===== config.mk =====
export PLATFORM = sky130hd
export DESIGN_NAME = fmp_step
export DESIGN_NICKNAME = d
export VERILOG_FILES = /design/src/sv/fmp_pkg.sv /design/src/sv/fmp_step.sv
export SDC_FILE = /design/constraint.sdc
export NUM_CORES = 1
export LEC_CHECK = 0
export BUFFER_PORTS_ARGS = -buffer_cell sky130_fd_sc_hd__buf_4
export CORE_ASPECT_RATIO = 0.5
export CORE_MARGIN = 3
export CORE_UTILIZATION = 60
export DETAILED_ROUTE_END_ITERATION = 12
export MAX_ROUTING_LAYER = met4
export PLACE_DENSITY_LB_ADDON = 0.3
export REMOVE_ABC_BUFFERS = 1
export SLEW_MARGIN = 20
export SYNTH_ARGS = -nofsm -noshare
export SYNTH_HDL_FRONTEND = slang
export SYNTH_SLANG_ARGS = --single-unit

===== constraint.sdc =====
create_clock -name clk -period 7.75 [get_ports clk]
set_input_delay 0.3875 -clock clk [delete_from_list [all_inputs] [get_ports clk]]
set_output_delay 0.3875 -clock clk [all_outputs]
set_load 0.02 [all_outputs]

===== src/sv/fmp_pkg.sv =====
// Shared types and constants for the Fibonacci matrix-power pipeline.
// No dependencies; used by fmp_step and fibonacci_by_matrix_power_top.
`default_nettype none

package fmp_pkg;

	// number of exponent bits the constant tables cover
	localparam int MAX_BITS = 7;

	// F(2^i) for i = 0 .. MAX_BITS-1 (the repeated squares of [[1,1],[1,0]])
	localparam logic [63:0] FIB_K [MAX_BITS] = '{
		64'd1, 64'd1, 64'd3, 64'd21, 64'd987, 64'd2178309, 64'd10610209857723
	};

	// F(2^i + 1) for i = 0 .. MAX_BITS-1
	localparam logic [63:0] FIB_K1 [MAX_BITS] = '{
		64'd1, 64'd2, 64'd5, 64'd34, 64'd1597, 64'd3524578, 64'd17167680177565
	};

	// per-item side information carried down the pipeline
	typedef struct packed {
		logic ovf;      // index past the largest fitting one
		logic direct;   // index 0, 1 or 2: answer without matrix work
		logic nonzero;  // index is not 0
	} side_t;

	// largest k with F(k) <= 2^(vw-1)-1, evaluated at elaboration
	function automatic int fit_limit(input int vw);
		logic [63:0] lim;
		logic [63:0] a;
		logic [63:0] b;
		logic [63:0] c;
		int k;
		lim = (64'd1 << (vw - 1)) - 64'd1;
		a = 64'd1;
		b = 64'd1;
		k = 2;
		while (b <= lim - a) begin
			c = a + b;
			a = b;
			b = c;
			k = k + 1;
		end
		return k;
	endfunction

endpackage

`default_nettype wire


===== src/sv/fmp_step.sv =====
// One exponent bit of the matrix power: conditional multiply of the
// Fibonacci pair (F(k), F(k+1)) by the constant power for this bit.
// Two register levels: partial products, then recombination. Uses fmp_pkg.
`default_nettype none

module fmp_step #(
	parameter int VALUE_WIDTH = 64,
	parameter int INDEX_WIDTH = 7,
	parameter int BIT_POS = 0
) (
	input  wire logic                   clk,
	input  wire logic                   arst_n,
	input  wire logic                   in_valid,
	output logic                        in_ready,
	input  wire logic [VALUE_WIDTH-1:0] in_f0,
	input  wire logic [VALUE_WIDTH-1:0] in_f1,
	input  wire logic [INDEX_WIDTH-1:0] in_exp,
	input  wire fmp_pkg::side_t         in_side,
	output logic                        out_valid,
	input  wire logic                   out_ready,
	output logic [VALUE_WIDTH-1:0]      out_f0,
	output logic [VALUE_WIDTH-1:0]      out_f1,
	output logic [INDEX_WIDTH-1:0]      out_exp,
	output fmp_pkg::side_t              out_side
);

	// low half is the wider one, so the dropped high x high term lands at or above the word
	localparam int LO = (VALUE_WIDTH + 1) / 2;
	localparam int HI = VALUE_WIDTH - LO;

	// constant power for this bit, reduced to the datapath width
	localparam logic [63:0] RAW_B   = fmp_pkg::FIB_K[BIT_POS];
	localparam logic [63:0] RAW_B1  = fmp_pkg::FIB_K1[BIT_POS];
	localparam logic [63:0] RAW_BM1 = RAW_B1 - RAW_B;
	localparam logic [VALUE_WIDTH-1:0] CB   = RAW_B[VALUE_WIDTH-1:0];
	localparam logic [VALUE_WIDTH-1:0] CB1  = RAW_B1[VALUE_WIDTH-1:0];
	localparam logic [VALUE_WIDTH-1:0] CBM1 = RAW_BM1[VALUE_WIDTH-1:0];

	// products: A1*Fb, A0*F(b-1), A1*F(b+1), A0*Fb
	localparam logic [VALUE_WIDTH-1:0] CMUL [4] = '{CB, CBM1, CB1, CB};

	logic [VALUE_WIDTH-1:0] xmul [4];
	logic [2*LO-1:0]        pl [4];
	logic [HI-1:0]          pc [4];
	logic [VALUE_WIDTH-1:0] prod [4];

	logic                   v_s1;
	logic                   mul_s1;
	logic [VALUE_WIDTH-1:0] f0_s1;
	logic [VALUE_WIDTH-1:0] f1_s1;
	logic [2*LO-1:0]        pl_s1 [4];
	logic [HI-1:0]          pc_s1 [4];
	logic [INDEX_WIDTH-1:0] exp_s1;
	fmp_pkg::side_t         side_s1;

	logic                   v_s2;
	logic [VALUE_WIDTH-1:0] f0_s2;
	logic [VALUE_WIDTH-1:0] f1_s2;
	logic [INDEX_WIDTH-1:0] exp_s2;
	fmp_pkg::side_t         side_s2;

	logic ready_s1;

	// per-level flow control: a level moves when the next one is free or moving
	assign ready_s1 = !v_s2 || out_ready;
	assign in_ready = !v_s1 || ready_s1;

	assign xmul[0] = in_f1;
	assign xmul[1] = in_f0;
	assign xmul[2] = in_f1;
	assign xmul[3] = in_f0;

	// split multiplies: low x low, and the two cross terms mod 2^HI
	for (genvar j = 0; j < 4; j++) begin : g_mul
		localparam logic [LO-1:0] C_LO = CMUL[j][LO-1:0];
		localparam logic [HI-1:0] C_HI = CMUL[j][VALUE_WIDTH-1:LO];
		assign pl[j] = (2*LO)'(xmul[j][LO-1:0]) * (2*LO)'(C_LO);
		assign pc[j] = HI'(xmul[j][LO-1:0]) * C_HI
			+ xmul[j][VALUE_WIDTH-1:LO] * HI'(C_LO);
		assign prod[j] = VALUE_WIDTH'(pl_s1[j]) + {pc_s1[j], {LO{1'b0}}};
	end

	// level one valid
	always_ff @(posedge clk or negedge arst_n) begin
		if (!arst_n) begin
			v_s1 <= 1'b0;
		end else if (ready_s1 || !v_s1) begin
			v_s1 <= in_valid;
		end
	end

	// level one payload: partial products or bypass
	always_ff @(posedge clk) begin
		if (in_valid && in_ready) begin
			mul_s1  <= in_exp[BIT_POS];
			f0_s1   <= in_f0;
			f1_s1   <= in_f1;
			pl_s1   <= pl;
			pc_s1   <= pc;
			exp_s1  <= in_exp;
			side_s1 <= in_side;
		end
	end

	// level two valid
	always_ff @(posedge clk or negedge arst_n) begin
		if (!arst_n) begin
			v_s2 <= 1'b0;
		end else if (out_ready || !v_s2) begin
			v_s2 <= v_s1;
		end
	end

	// level two payload: recombine into the new pair
	always_ff @(posedge clk) begin
		if (v_s1 && ready_s1) begin
			if (mul_s1) begin
				f0_s2 <= prod[0] + prod[1];
				f1_s2 <= prod[2] + prod[3];
			end else begin
				f0_s2 <= f0_s1;
				f1_s2 <= f1_s1;
			end
			exp_s2  <= exp_s1;
			side_s2 <= side_s1;
		end
	end

	assign out_valid = v_s2;
	assign out_f0    = f0_s2;
	assign out_f1    = f1_s2;
	assign out_exp   = exp_s2;
	assign out_side  = side_s2;

endmodule

`default_nettype wire

======== Word-level counts from Yosys, hierarchy flattened ========
Cells that the tools add are included.
cells by class
  add/sub/neg operators ................... 3
  muxes and demuxes ....................... 2
  reductions and logical operators ........ 6
operator list
  operator                                   count
  32-bit by 64-bit adder with 64-bit output  2
  64-bit 2-to-1 mux                          2
  64-bit adder                               1
  1-bit logical AND                          2
  1-bit zero test                            2
  1-bit logical OR                           2
word-level totals
  register bits after elaboration ......... 407
  input port bits ......................... 142

======== Longest topological paths before layout ========
  depth after elaboration ................. 4
  depth in mapped cells ................... 12
  mapped depth without buffers ............ 12

======== Least setup slack after synthesis ========
No wires, ideal clock.
  kind .................................... reg-to-reg
  start point ............................. register v_s2, in the netlist out_valid
  end point ............................... register exp_s1[0] (enable)
  arrival time ............................ 3947 ps
  required time ........................... 7237 ps
  path slack .............................. 3290 ps
  cell stages (with the launch flop) ...... 3
  buffers on the path ..................... 0
  period minus slack after synthesis ...... 4460 ps
  cell sequence ........................... dfrtp_1 -> nand3b_1 -> and2_1
between the ends
  longest elaborated chain between the ends .. 4
RTL lines
  what                    RTL line         RTL
  start, declared         fmp_step.sv:56   logic v_s2;
  start signal, assigned  fmp_step.sv:110  v_s2 <= v_s1;
  1-bit zero test         fmp_step.sv:65   assign ready_s1 = !v_s2 || out_ready;
  1-bit logical OR        fmp_step.sv:65
  1-bit logical OR        fmp_step.sv:66   assign in_ready = !v_s1 || ready_s1;
  via in_ready            fmp_step.sv:14   output logic in_ready,
  1-bit logical AND       fmp_step.sv:94   if (in_valid && in_ready) begin
  end signal, assigned    fmp_step.sv:100  exp_s1 <= in_exp;
  end, declared           fmp_step.sv:53   logic [INDEX_WIDTH-1:0] exp_s1;
The timed path passes the listed nets, and every way through them passes these cells.
A chain may end at the register's enable or synchronous reset.

==> PnR_summary.wiki <==
{| class="wikitable"
! Metric !! Value
|-
| Status || completed
|-
| Count of fill cells added during filler insertion || 1,381
|-
| Worst-skew pair later-pin latency || 0.54 ns
|-
| Count of state elements after synthesis || 278
|-
| Number of buffers created by CTS || 24
|-
| Number of hold violations in the final report || 0
|-
| Post-synth design cell area || 13,600 µm²
|-
| Worst endpoint required time || 8.04 ns
|-
| DRC viols || 0
|-
| Critical R2R Launch || f0_s1[1]$_DFFE_PP_
|-
| Port Buffer Count || 281
|-
| Synthesized instance count || 980
|-
| Gpl congestion || 0.959
|-
| Largest fanout of any net on the critical path || 5
|-
| First DRT Iteration DRCs || 761
|-
| Nets@finish || 1,460
|-
| Ratio of final minimum period to clock period || 50.8%
|-
| Average instance area after synthesis || 13.9 µm²
|-
| Detail Route Antenna Nets || 0
|-
| Htree depth || 1
|-
| Worst Path Arrival || 4.22 ns
|-
| Cell chosen for the clock root || clkbuf_16
|-
| Area enclosed by the die boundary || 24,600 µm²
|-
| Classification of the worst setup path || reg -> reg
|-
| Power density relative to cell area || 233 nW/µm²
|-
| First-pass DRT Iterations || 7
|-
| Count of yosys warnings during synthesis || 0
|-
| Setup WS post-layout || 3.82 ns
|-
| Worst hold path stage count || 1
|-
| Post-CTS Resized || 0
|-
| Vias after detailed routing || 9,393
|-
| Beginning of the worst hold path || in_f0[26]
|-
| Critical Path Start Type || register
|-
| Actual transition at the worst max-transition pin || 1.08 ns
|-
| Reg2reg setup slack || 3.82 ns
|-
| Worst reg2reg path depth || 11
|-
| Number of antenna diodes || 0
|-
| Chip Width || 219 µm
|-
| CTS tree || built
|-
| Maxcap violations || 0
|-
| GRT Resource Usage Total || 27.2%
|-
| Setup-violating endpoint count in the final report || 0
|-
| Fraction of final layout cells with drive strength greater than 1 || 35.1%
|-
| Routed via count divided by cell count || 5.98
|-
| Total design power || 3.90 mW
|-
| Largest voltage drop on the vdd net || 178 µV
|-
| Number of setup buffers added after CTS || 0
|-
| Cell type with the highest aggregate area in the netlist || edfxtp_1
|-
| Share of the yosys chip area belonging to registers || 61.3%
|-
| Final setup TNS || 0 ns
|-
| Height of the chip || 112 µm
|-
| Max Clock Skew || 0.0104 ns
|-
| Antenna violations before repair || 0
|-
| Final Util || 76.2%
|-
| CTS Sinks || 278
|-
| Worst Hold Class || in -> reg
|-
| Capturing element type of the critical path || register
|-
| Final Max Tran Viols || 0
|-
| Number of cell rows || 38
|-
| Global-route wire length before repair || 51,200 µm
|-
| Initial Util || 61.9%
|-
| Number of buffers between clock root and the deepest sink || 3
|-
| Remaining max-slew budget at the tightest pin || 28.0%
|-
| EDFF count, synth || 276
|-
| Pre-CTS setup slack || 3.99 ns
|-
| RSZ-0062 raised after global routing || no
|-
| Final wirelength || 33,500 µm
|-
| Area inside the core boundary || 22,000 µm²
|-
| Worst min-delay path endpoint || f0_s1[26]$_DFFE_PP_
|-
| GRT Residual Overflow || 0
|-
| LEAKAGE || 6.62 nW
|-
| FFs w/ async S/R, synth || 0.719%
|-
| HPWL after detailed placement || 23,900 µm
|-
| Clock slew at reported path FFs || 0.07 ns
|-
| Final Critical Period || 3.93 ns
|-
| Achievable Freq || 0.254 GHz
|-
| Top cells by area in the synthesized netlist || edfxtp_1, mux2_2, ha_1
|-
| Top-area cell type share of the netlist area || 60.9%
|-
| Vias in the first global route || 9,367
|-
| Worst reg2reg path endpoint || out_f1[55]$_DFFE_PP_
|-
| Largest net degree at the start of global routing || 86
|-
| Prevailing post-synth register cell || edfxtp_1
|-
| Count of different cell masters after synthesis || 59
|-
| Area Overhead vs Synth || 23.1%
|-
| Ports || 282
|-
| Average wire length per cell after detail routing || 21.3 µm
|}
-- where the power goes --
group / internal, mW / leakage, nW / switching (mW)
Sequential: 1.82 / 2.67 / 0.0630
Combinational: 0.357 / 3.57 / 0.464
Clock: 0.656 / 0.377 / 0.535
Total: 2.84 / 6.62 / 1.06
-- sequential cells by signal, summed over array words and instances, names as in the netlist --
name and flops:
side_s1 3, v_s1 1, out_f1 64, exp_s1 7
out_valid 1, out_side 3, f1_s1 64, out_f0 64
out_exp 7, f0_s1 64
-- critical path, stage by stage (launching register included) --
cell,delay [ns]
edfxtp_1,0.45
ha_1,0.35
a211oi_1,0.31
o21ai_1,0.18
a211oi_1,0.31
nor2_1,0.09
o21ai_1,0.40
o21ai_1,0.23
a41oi_1,0.72
o21ai_1,0.18
xor2_1,0.18
mux2_2,0.28
-- through the flow --
step,instances,hold slack (ns),instance area [µm²]
floorplan,942,0.0919,13500
global placement,1527,0.170,16000
detailed placement,1527,0.172,16000
CTS,1570,0.00772,16700
global route,1570,0.00224,16700
finish,1570,0.0206,16700
-- how the worst max path moves through the flow --
| stage | from | end | slack, ns |
|---|---|---|---|
| 3_5_place_dp | f1_s1[1]$_DFFE_PP_ | out_f1[59]$_DFFE_PP_ | 3.99 |
| 5_1_grt | f1_s1[1]$_DFFE_PP_ | out_f1[59]$_DFFE_PP_ | 3.57 |
| 2_1_floorplan | out_valid$_DFFE_PN0P_ | exp_s1[0]$_DFFE_PP_ | 3.29 |
| 6_report | f0_s1[1]$_DFFE_PP_ | out_f1[55]$_DFFE_PP_ | 3.82 |
| 3_3_place_gp | f0_s1[1]$_DFFE_PP_ | out_f1[59]$_DFFE_PP_ | 4.01 |
| 4_1_cts | f1_s1[1]$_DFFE_PP_ | out_f1[55]$_DFFE_PP_ | 3.95 |
-- kinds of logic after synthesis --
logic type,Yosys count,share of synthesized area (%)
mux,118,9.75
xor+xnor,57,3.67
fa+ha+maj,64,5.94
simple gates,161,5.65
compound gates,244,12.0
flops,278,61.3
buf+inv,58,1.64
-- synth_stat cells, drive strengths merged (7+ instances only) --
| cell | n |
|---|---|
| edfxtp | 276 |
| a21o | 42 |
| o21ai | 49 |
| mux2 | 116 |
| nand2 | 50 |
| o21a | 7 |
| nand3 | 15 |
| xor2 | 23 |
| a31oi | 7 |
| and2 | 7 |
| o21bai | 14 |
| o31ai | 7 |
| nor2 | 39 |
| clkbuf | 34 |
| inv | 20 |
| nor2b | 7 |
| ha | 63 |
| a21oi | 76 |
| xnor2 | 34 |
| nand4 | 17 |
-- routing by layer --
layer | track usage, % | up-vias | part of all wire (%)
met5 | - | - | 0
met4 | 5.74 | 0 | 1.9
met3 | 4.33 | 56 | 5.8
met2 | 44.6 | 375 | 50
met1 | 36.6 | 4625 | 43
li1 | - | 4337 | -
-- layout by cell type, fill, tap and decap left out, types with 5 or more instances in the layout --
cell type,Yosys,routed
a21oi_1,76,76
o31ai_1,7,7
o21bai_1,14,14
o21a_1,7,7
a31oi_1,7,7
o21ai_1,14,14
o21ai_0,34,34
nand2b_1,6,6
edfxtp_1,276,276
inv_1,20,20
and3_1,6,6
nand2_1,50,50
nor2_1,39,39
nor3_1,6,6
clkbuf_16,0,25
nand3_1,15,15
buf_4,0,284
and2_1,7,5
ha_1,63,63
clkinv_2,0,6
mux2_2,116,116
a21o_1,42,42
nor2b_1,7,7
xor2_1,23,23
nand4_1,17,17
xnor2_1,34,34
-- area by class of cell --
cell class | count | area (µm²) | share of cell area (%)
flip-flops and latches | 278 | 8340 | 49.8
multi-input cells | 644 | 5040 | 30.1
repair buffers | 286 | 2150 | 12.9
clock buffers | 29 | 641 | 3.83
well taps | 300 | 375 | 2.24
clock inverters | 13 | 119 | 0.710
inverters | 20 | 75.1 | 0.448
-- repair_timing --
action	4_1_cts	5_1_grt
hold buffers	1	0
setup endpoints to repair	0	0
endpoints found under the hold margin	2	0
No activity file was read; power rests on OpenSTA's default activity.
